`config.mk`:
```
export PLATFORM = sky130hd
export DESIGN_NAME = stereo_width_mid_side
export DESIGN_NICKNAME = d
export VERILOG_FILES = /design/src/rtl/swms_pkg.sv /design/src/rtl/stereo_width_mid_side.sv
export VERILOG_INCLUDE_DIRS = /design/src /design/src/rtl
export SDC_FILE = /design/constraint.sdc
export NUM_CORES = 2
export LEC_CHECK = 0
export BUFFER_PORTS_ARGS = -buffer_cell sky130_fd_sc_hd__buf_2
export CAP_MARGIN = 10
export CORE_ASPECT_RATIO = 1.2
export CORE_UTILIZATION = 60
export CTS_CLUSTER_DIAMETER = 30
export DETAILED_ROUTE_END_ITERATION = 6
export GPL_TIMING_DRIVEN = 1
export PLACE_DENSITY = 0.81
export SETUP_SLACK_MARGIN = 0.4
export SKIP_LAST_GASP = 1
export SLEW_MARGIN = 10
export SYNTH_ARGS = -nofsm -noshare
export SYNTH_HDL_FRONTEND = slang
export SYNTH_SLANG_ARGS = --single-unit
```
`constraint.sdc`:
```
create_clock -name i_clk -period 15.7 [get_ports i_clk]
set_clock_uncertainty 0.05 [all_clocks]
set_input_delay 3.14 -clock i_clk [delete_from_list [all_inputs] [get_ports i_clk]]
set_output_delay 3.14 -clock i_clk [all_outputs]
set_load 0.02 [all_outputs]
```
`src/rtl/assert_macros.svh`:
```
// ---------------------------------------------------------------------------
// Assertion macros
// Shared concurrent assertion forms for the RTL in this folder.
// ---------------------------------------------------------------------------
`ifndef ASSERT_MACROS_SVH
`define ASSERT_MACROS_SVH

// Same-cycle implication, switched off while reset is held.
`define AM_IMP(lbl, clk, rst_n, ante, cons, msg) \
    lbl: assert property (@(posedge clk) disable iff (!(rst_n)) (ante) |-> (cons)) \
        else $error(msg);

// Next-cycle implication, switched off while reset is held.
`define AM_NEXT(lbl, clk, rst_n, ante, cons, msg) \
    lbl: assert property (@(posedge clk) disable iff (!(rst_n)) (ante) |=> (cons)) \
        else $error(msg);

`endif

```
`src/rtl/swms_pkg.sv`:
```
// ---------------------------------------------------------------------------
// swms_pkg
// Types and constants for the mid/side stereo width block.
// ---------------------------------------------------------------------------
package swms_pkg;

    localparam int C_SAMPLE_BITS = 24;
    localparam int C_GUARD       = 6;

    // Register indexes
    localparam logic [1:0] C_REG_WIDTH = 2'd0;
    localparam logic [1:0] C_REG_COEFF = 2'd1;
    localparam logic [1:0] C_REG_RAMP  = 2'd2;

    localparam int C_CFG_W       = 17;
    localparam int C_TARGET_W    = 15;
    localparam int C_COEFF_W     = 17;
    localparam int C_RAMP_W      = 16;
    localparam int C_WIDTH_W     = 32;
    localparam int C_SPREAD_W    = 15;

    localparam int C_WIDTH_MAX   = 19251;
    localparam int C_COEFF_ONE   = 65536;
    localparam int C_SPREAD_GAIN = 17039;
    localparam int C_SPREAD_MAX  = 22282;
    localparam int C_ONE_Q29     = 1 << 29;

    localparam int C_TARGET_RST  = 8192;
    localparam int C_COEFF_RST   = 13359;
    localparam int C_RAMP_RST    = 2205;

    // Datapath widths
    localparam int C_SUM_W   = C_SAMPLE_BITS + 1;
    localparam int C_MIDX_W  = C_SUM_W + C_GUARD;
    localparam int C_LOW_W   = C_MIDX_W + 1;
    localparam int C_DIFF_W  = C_LOW_W + 1;
    localparam int C_MUL_A_W = (C_DIFF_W > C_WIDTH_W + 1) ? C_DIFF_W : C_WIDTH_W + 1;
    localparam int C_MUL_B_W = (C_SUM_W > C_COEFF_W + 1) ? C_SUM_W : C_COEFF_W + 1;
    localparam int C_PROD_W  = C_MUL_A_W + C_MUL_B_W;
    localparam int C_OUT_W   = C_PROD_W + 1;

    localparam int C_SIDE_SHIFT = 29 - C_GUARD;
    localparam int C_DIV_STEPS  = C_WIDTH_W;

    typedef struct packed {
        logic signed [C_SAMPLE_BITS-1:0] left_in;
        logic signed [C_SAMPLE_BITS-1:0] right_in;
    } t_in;

    typedef struct packed {
        logic signed [C_SAMPLE_BITS-1:0] left_out;
        logic signed [C_SAMPLE_BITS-1:0] right_out;
    } t_out;

endpackage

```
`src/rtl/stereo_width_mid_side.sv`:
```
// ---------------------------------------------------------------------------
// stereo_width_mid_side
// Mid/side stereo width control with high-mid spread and ramped width.
// ---------------------------------------------------------------------------
// A stereo pair is accepted in idle and then runs through a sequencer
// that feeds a single shared signed multiplier (lowpass update, spread
// factor, side scaling, high-mid scaling) followed by the sum and
// saturation step; the next pair is accepted once the sequencer is idle.
// A finished pair sits in an output register, so a new pair may be taken
// while it waits, but the last step holds until that register is free.
// A write to width_target that changes the target with ramp_steps non-zero
// starts a restoring divider for the per-sample step; no pair is accepted
// until it finishes. There is no clearing pass after reset.
module stereo_width_mid_side (
    input  logic                           i_clk,
    input  logic                           i_rst_n,
    input  logic                           i_in_valid,
    output logic                           o_in_ready,
    input  swms_pkg::t_in                  i_in_data,
    output logic                           o_out_valid,
    input  logic                           i_out_ready,
    output swms_pkg::t_out                 o_out_data,
    input  logic                           i_cfg_we,
    input  logic [1:0]                     i_cfg_idx,
    input  logic [swms_pkg::C_CFG_W-1:0]   i_cfg_data
);
    import swms_pkg::*;

    localparam logic [2:0] S_IDLE = 3'd0;
    localparam logic [2:0] S_LP   = 3'd1;
    localparam logic [2:0] S_SPR  = 3'd2;
    localparam logic [2:0] S_SIDE = 3'd3;
    localparam logic [2:0] S_HM   = 3'd4;
    localparam logic [2:0] S_SUM  = 3'd5;
    localparam logic [2:0] S_OUT  = 3'd6;

    localparam int CNT_W = $clog2(C_DIV_STEPS);

    // Configuration and width state
    logic [C_TARGET_W-1:0]        r_width_target;
    logic [C_COEFF_W-1:0]         r_coeff;
    logic [C_RAMP_W-1:0]          r_ramp_steps;
    logic signed [C_WIDTH_W-1:0]  r_width_now;
    logic signed [C_WIDTH_W-1:0]  r_width_step;
    logic [C_RAMP_W-1:0]          r_ramp_left;

    // Divider
    logic                         r_div_busy;
    logic [CNT_W-1:0]             r_div_cnt;
    logic [C_RAMP_W-1:0]          r_div_rem;
    logic [C_WIDTH_W-1:0]         r_div_quo;
    logic [C_RAMP_W-1:0]          r_div_den;
    logic                         r_div_neg;

    // Sequencer and datapath
    logic [2:0]                   r_state;
    logic signed [C_SUM_W-1:0]    r_mid2;
    logic signed [C_SUM_W-1:0]    r_side2;
    logic signed [C_LOW_W-1:0]    r_mid_low;
    logic signed [C_PROD_W-1:0]   r_prod;
    logic [C_SPREAD_W-1:0]        r_spread;
    logic signed [C_PROD_W-1:0]   r_acc;
    logic signed [C_PROD_W-1:0]   r_sidex;
    logic                         r_out_valid;
    t_out                         r_out;

    logic [C_TARGET_W-1:0]        n_target;
    logic [C_COEFF_W-1:0]         n_coeff;
    logic signed [C_WIDTH_W-1:0]  w_goal;
    logic signed [C_WIDTH_W-1:0]  w_gdiff;
    logic [C_WIDTH_W-1:0]         w_gmag;
    logic signed [C_WIDTH_W-1:0]  w_target_q29;
    logic                         w_width_wr;
    logic                         w_accept;

    logic [C_RAMP_W:0]            w_rem_sh;
    logic                         w_rem_ge;
    logic [C_RAMP_W-1:0]          n_div_rem;
    logic [C_WIDTH_W-1:0]         n_div_quo;
    logic signed [C_WIDTH_W-1:0]  w_quo_s;

    logic signed [C_MIDX_W-1:0]   w_midx;
    logic signed [C_DIFF_W-1:0]   w_hm;
    logic signed [C_MUL_A_W-1:0]  w_mul_a;
    logic signed [C_MUL_B_W-1:0]  w_mul_b;
    logic signed [C_PROD_W-1:0]   w_spr_full;
    logic [C_SPREAD_W-1:0]        n_spread;
    logic signed [C_OUT_W-1:0]    w_sum_l;
    logic signed [C_OUT_W-1:0]    w_sum_r;
    logic                         w_out_load;

    function automatic logic signed [C_SAMPLE_BITS-1:0] sat_out(
        input logic signed [C_OUT_W-1:0] v
    );
        logic signed [C_OUT_W-1:0] hi;
        logic signed [C_OUT_W-1:0] lo;
        hi = C_OUT_W'((longint'(1) <<< (C_SAMPLE_BITS - 1)) - 1);
        lo = C_OUT_W'(-(longint'(1) <<< (C_SAMPLE_BITS - 1)));
        if (v > hi) begin
            sat_out = hi[C_SAMPLE_BITS-1:0];
        end else if (v < lo) begin
            sat_out = lo[C_SAMPLE_BITS-1:0];
        end else begin
            sat_out = v[C_SAMPLE_BITS-1:0];
        end
    endfunction

    assign o_in_ready  = (r_state == S_IDLE) && !r_div_busy;
    assign w_accept    = i_in_valid && o_in_ready;
    assign o_out_valid = r_out_valid;
    assign o_out_data  = r_out;

    // Register write decode and clamping
    always_comb begin
        n_target = (i_cfg_data[C_TARGET_W-1:0] > C_TARGET_W'(C_WIDTH_MAX)) ?
                   C_TARGET_W'(C_WIDTH_MAX) : i_cfg_data[C_TARGET_W-1:0];
        n_coeff  = (i_cfg_data[C_COEFF_W-1:0] > C_COEFF_W'(C_COEFF_ONE)) ?
                   C_COEFF_W'(C_COEFF_ONE) : i_cfg_data[C_COEFF_W-1:0];
        w_goal       = {1'b0, n_target, 16'b0};
        w_gdiff      = w_goal - r_width_now;
        w_gmag       = w_gdiff[C_WIDTH_W-1] ? C_WIDTH_W'(-w_gdiff) : C_WIDTH_W'(w_gdiff);
        w_target_q29 = {1'b0, r_width_target, 16'b0};
        w_width_wr   = i_cfg_we && (i_cfg_idx == C_REG_WIDTH)
                       && (n_target != r_width_target);
    end

    // One restoring division step per cycle
    always_comb begin
        w_rem_sh  = {r_div_rem, r_div_quo[C_WIDTH_W-1]};
        w_rem_ge  = w_rem_sh >= {1'b0, r_div_den};
        n_div_rem = w_rem_ge ? C_RAMP_W'(w_rem_sh - {1'b0, r_div_den})
                             : w_rem_sh[C_RAMP_W-1:0];
        n_div_quo = {r_div_quo[C_WIDTH_W-2:0], w_rem_ge};
        w_quo_s   = r_div_neg ? -$signed(n_div_quo) : $signed(n_div_quo);
    end

    always_ff @(posedge i_clk) begin
        if (!i_rst_n) begin
            r_width_target <= C_TARGET_W'(C_TARGET_RST);
            r_coeff        <= C_COEFF_W'(C_COEFF_RST);
            r_ramp_steps   <= C_RAMP_W'(C_RAMP_RST);
            r_width_now    <= C_WIDTH_W'(C_ONE_Q29);
            r_width_step   <= '0;
            r_ramp_left    <= '0;
            r_div_busy     <= 1'b0;
        end else begin
            // Advance the ramp as a pair is taken
            if (w_accept && r_ramp_left != '0) begin
                r_ramp_left <= r_ramp_left - 1'b1;
                if (r_ramp_left != C_RAMP_W'(1)) begin
                    r_width_now <= r_width_now + r_width_step;
                end else begin
                    r_width_now <= w_target_q29;
                end
            end

            if (r_div_busy) begin
                r_div_rem <= n_div_rem;
                r_div_quo <= n_div_quo;
                r_div_cnt <= r_div_cnt + 1'b1;
                if (r_div_cnt == CNT_W'(C_DIV_STEPS - 1)) begin
                    r_width_step <= w_quo_s;
                    r_div_busy   <= 1'b0;
                end
            end

            if (w_width_wr) begin
                r_width_target <= n_target;
                if (r_ramp_steps == '0) begin
                    r_width_now  <= w_goal;
                    r_width_step <= '0;
                    r_ramp_left  <= '0;
                    r_div_busy   <= 1'b0;
                end else begin
                    r_ramp_left <= r_ramp_steps;
                    r_div_busy  <= 1'b1;
                    r_div_cnt   <= '0;
                    r_div_rem   <= '0;
                    r_div_quo   <= w_gmag;
                    r_div_den   <= r_ramp_steps;
                    r_div_neg   <= w_gdiff[C_WIDTH_W-1];
                end
            end
            if (i_cfg_we && i_cfg_idx == C_REG_COEFF) begin
                r_coeff <= n_coeff;
            end
            if (i_cfg_we && i_cfg_idx == C_REG_RAMP) begin
                r_ramp_steps <= i_cfg_data[C_RAMP_W-1:0];
            end
        end
    end

    // Shared multiplier operand select
    always_comb begin
        w_midx = {r_mid2, {C_GUARD{1'b0}}};
        w_hm   = C_DIFF_W'(w_midx) - C_DIFF_W'(r_mid_low);
        case (r_state)
            S_LP: begin
                w_mul_a = C_MUL_A_W'(w_hm);
                w_mul_b = C_MUL_B_W'(r_coeff);
            end
            S_SPR: begin
                w_mul_a = C_MUL_A_W'(r_width_now) - C_MUL_A_W'(C_ONE_Q29);
                w_mul_b = C_MUL_B_W'(C_SPREAD_GAIN);
            end
            S_SIDE: begin
                w_mul_a = C_MUL_A_W'(r_width_now);
                w_mul_b = C_MUL_B_W'(r_side2);
            end
            S_HM: begin
                w_mul_a = C_MUL_A_W'(w_hm);
                w_mul_b = C_MUL_B_W'(r_spread);
            end
            default: begin
                w_mul_a = '0;
                w_mul_b = '0;
            end
        endcase

        w_spr_full = r_prod >>> 29;
        if (w_spr_full < 0) begin
            n_spread = '0;
        end else if (w_spr_full > C_PROD_W'(C_SPREAD_MAX)) begin
            n_spread = C_SPREAD_W'(C_SPREAD_MAX);
        end else begin
            n_spread = w_spr_full[C_SPREAD_W-1:0];
        end

        w_sum_l    = C_OUT_W'(w_midx) + C_OUT_W'(r_sidex) + C_OUT_W'(64);
        w_sum_r    = C_OUT_W'(w_midx) - C_OUT_W'(r_sidex) + C_OUT_W'(64);
        w_out_load = (r_state == S_OUT) && (!r_out_valid || i_out_ready);
    end

    always_ff @(posedge i_clk) begin
        if (!i_rst_n) begin
            r_state     <= S_IDLE;
            r_mid_low   <= '0;
            r_out_valid <= 1'b0;
        end else begin
            if (w_out_load) begin
                r_out_valid <= 1'b1;
            end else if (i_out_ready) begin
                r_out_valid <= 1'b0;
            end

            case (r_state)
                S_IDLE: begin
                    if (w_accept) begin
                        r_mid2  <= C_SUM_W'(i_in_data.left_in) + C_SUM_W'(i_in_data.right_in);
                        r_side2 <= C_SUM_W'(i_in_data.left_in) - C_SUM_W'(i_in_data.right_in);
                        r_state <= S_LP;
                    end
                end
                S_LP: begin
                    r_prod  <= w_mul_a * w_mul_b;
                    r_state <= S_SPR;
                end
                S_SPR: begin
                    r_mid_low <= r_mid_low + C_LOW_W'(r_prod >>> 16);
                    r_prod    <= w_mul_a * w_mul_b;
                    r_state   <= S_SIDE;
                end
                S_SIDE: begin
                    r_spread <= n_spread;
                    r_prod   <= w_mul_a * w_mul_b;
                    r_state  <= S_HM;
                end
                S_HM: begin
                    r_acc   <= r_prod >>> C_SIDE_SHIFT;
                    r_prod  <= w_mul_a * w_mul_b;
                    r_state <= S_SUM;
                end
                S_SUM: begin
                    r_sidex <= r_acc + (r_prod >>> 16);
                    r_state <= S_OUT;
                end
                S_OUT: begin
                    // Hold until the output register is free
                    if (w_out_load) begin
                        r_out.left_out  <= sat_out(w_sum_l >>> (C_GUARD + 1));
                        r_out.right_out <= sat_out(w_sum_r >>> (C_GUARD + 1));
                        r_state         <= S_IDLE;
                    end
                end
                default: begin
                    r_state <= S_IDLE;
                end
            endcase
        end
    end

`include "assert_macros.svh"

    `AM_NEXT(a_accept_starts, i_clk, i_rst_n, w_accept, (r_state == S_LP) && !o_in_ready, "accepted request did not start the sequencer")
    `AM_NEXT(a_out_load, i_clk, i_rst_n, w_out_load, o_out_valid && (r_state == S_IDLE), "finished pair not loaded into output register")
    `AM_IMP(a_spread_range, i_clk, i_rst_n, r_state == S_HM, r_spread <= C_SPREAD_W'(C_SPREAD_MAX), "spread factor above its limit")
    `AM_NEXT(a_div_done, i_clk, i_rst_n, r_div_busy && (r_div_cnt == CNT_W'(C_DIV_STEPS - 1)) && !w_width_wr, !r_div_busy, "divider did not finish after its last step")

endmodule

```
==> flow_summary.toml <==
[logic_synthesis]
synth_edf_count = 302
ys.flop_type = "edfxtp_1"
synth_nets = 8569
yosysUniqueCellTypes = 88
synthCells = 7130
synth_area_leaders = "fa_1 (27%), edfxtp_1 (14%), ha_1 (10%)"
synth-async-reset-ratio_pct = 0
ys_seq_area_share_pct = 19.7
syn_area_mm2 = 0.0629
syn_area_per_cell_um2 = 8.83
yosysWarnings = 0
synth_top_area_share_pct = 27.0
synth-seq-cells = 467
synth_top_cell_by_area = "fa_1"

[placement]
dp.cells = 8445
gp_congestion = 1.05
dp_hpwl_um = 162000
io_buffers = 121

[run_status]
violations = "DRC"
outcome = "finished, violations left"

[timing]
grt_setup_unrepaired = "no"
tightest_slew_ns = 1.33
finalCriticalPeriod_ns = 11.87
hold_viol = 0
setup_violations = 0
post-route-period-util_pct = 75.6
drv_slew = 0
tns_ns = 0
fmax_ghz = 0.0842
slew_headroom_pct = 10.7

[floorplanning]
io_pins = 122
core_area_mm2 = 0.103
row_count = 129
dieArea_mm2 = 0.106
die_h_um = 357
initial_core_util_pct = 60.8
die_x_um = 298

[global_routing]
grt_use_total_pct = 39.1
antenna_found_initial = 15
grt_pass1_wl_um = 313000
first_global_vias = 53800
overflow = 0
grt_max_degree = 79

[power]
power.leakage_nw = 32.3
powerDensity_mw_per_mm2 = 87.3
vdd_drop_max_uv = 130

[critical_path]
r2r-end = "r_prod[53]"
arrival_ns = 12.24
reg2reg_slack_ns = 3.83
critPathMaxStageDelay_ns = 1.03
r2r_start = "r_mid_low[2]"
rr_worst_depth = 35
cp-end-kind = "register"
critPathKind = "reg -> reg"
cp_max_fo = 7
cpMostUsedCell = "fa_1"
worstPathRequired_ns = 16.07
cp-start-kind = "register"
cp_slowest_cell = "o21ai_0"

[min_path]
hp-class = "reg -> reg"
hold_depth = 2
hold_end = "r_mid_low[13]"
hold_start = "r_mid_low[13]"

[clock_network]
cts.clk_slew.worst_paths_ns = 0.05
cts_setup_buffers = 0
clock-sinks = 467
cts_tree = "done"
clk_latency_ns = 0.73
cts_hold_buffers = 0
htreeDepth = 3
post_cts_resized = 0
cts_buffers = 100
clockRootBuffer = "clkbuf_16"
clock_path_buffers = 3

[detailed_routing]
antenna_left = 0
drtIter0Drc = 5427
wl_per_cell_um = 23.9
drc = 5
finalWirelength_um = 207000
firstDrtPassIters = 7
vias = 53600
viasPerCell = 6.20

[finish]
area_growth_pct = 9.09
final_cells = 8644
multi_input_area_mm2 = 0.0451
register_area_mm2 = 0.0124
fillers = 8215
layout-drive-gt1-share_pct = 6.80
nets = 8611

[job]
cap_violations = 0
-- worst max path at each step --
stage | startpoint | to | cells after the start
2_1_floorplan | r_mid2[0] | r_prod[53] | 38
3_3_place_gp | r_mid_low[2] | r_prod[53] | 35
3_5_place_dp | r_mid_low[2] | r_prod[53] | 35
4_1_cts | r_mid_low[2] | r_prod[53] | 35
5_1_grt | r_mid_low[2] | r_prod[53] | 35
6_report | r_mid_low[2] | r_prod[53] | 35
-- area by class of cell --
type / count / area share, %
Antenna cell: 9 / 0.0328
Clock buffer: 112 / 3.85
Clock inverter: 78 / 1.21
Inverter: 1197 / 6.55
Multi-Input combinational cell: 5170 / 65.7
Sequential cell: 467 / 18.0
Tap cell: 1375 / 2.51
Timing Repair Buffer: 236 / 2.14
-- through the flow --
step	area (um^2)	hold slack, ns	setup WS [ns]	total power, mW	utilization, %
3_3_place_gp	65200	0.395	4.43	3.73	63.0
6_report	68600	0.425	3.83	6.00	66.4
5_1_grt	68600	0.441	3.38	6.26	66.3
4_1_cts	68600	0.423	4.25	5.93	66.3
2_1_floorplan	62900	0.385	5.92	3.05	-
3_5_place_dp	65200	0.416	4.32	3.78	63.0
-- cells by family (layout without fill, tap and decap cells) --
group	count (synthesis)	after routing	share of synthesized area (%)
compound gates	1300	1300	13.4
xor+xnor	362	362	5.04
fa+ha+maj	1367	1367	37.3
buf+inv	1493	1623	8.95
flops	467	467	19.7
mux	43	43	0.692
other cells	0	9	0
simple gates	2098	2098	14.9
-- layer usage --
metal  GRT usage, %  wire length, um  vias to the layer above
met3           10.8            24200                      838
met1           46.8            73800                    26000
met2           61.2            91600                     3257
met4           27.8            16900                       12
met5              0               76                        -
li1               -                -                    23500
-- critical path, delay by kind of cell, from the launching register on --
kind / cells / cell delay, ns
compound gates: 18 / 5.63
fa+ha+maj: 8 / 4.07
simple gates: 3 / 0.89
flops: 1 / 0.37
mux: 1 / 0.27
buf+inv: 4 / 0.22
xor+xnor: 1 / 0.08
-- cell usage in the layout, fill, tap and decap left out, types with 167 or more instances in the layout --
master / Yosys / routed
xor2_1: 167 / 167
nand2_1: 722 / 722
edfxtp_1: 302 / 302
ha_1: 519 / 519
o21ai_0: 250 / 244
fa_1: 848 / 848
nor2_1: 737 / 732
inv_1: 1194 / 1194
a21oi_1: 371 / 365
xnor2_1: 195 / 195
-- power by group --
group | leakage (nW) | internal [mW] | total (mW) | switching (mW)
registers | 4.13 | 1.44 | 1.56 | 0.120
logic | 26.5 | 0.802 | 2.30 | 1.50
clock network | 1.68 | 1.35 | 2.13 | 0.781
total | 32.3 | 3.59 | 6.00 | 2.40
-- synthesized netlist by cell type, types with 42 or more instances --
master       n
fa_1       848
nand3_1     87
edfxtp_1   302
a31oi_1     46
nor2b_1     93
nand2b_1    65
inv_1     1194
and2_1      48
nand4_1     42
xnor2_1    195
o21a_1      42
ha_1       519
nand2_1    722
nor3_1      91
a211oi_1    98
dfxtp_1    165
o21ai_0    250
xor2_1     167
clkbuf_1   263
a21o_1     126
a21oi_1    371
or3_1       52
nor2_1     737
-- state kept, by name (all words and copies together) (netlist names), 32 cells and up --
name / count
r_width_now: 32
r_prod: 42
r_mid_low: 32
r_acc: 35
o_out_data: 48
r_width_step: 32
r_sidex: 43
r_div_quo: 32
Power figures use the tool's default switching activity.
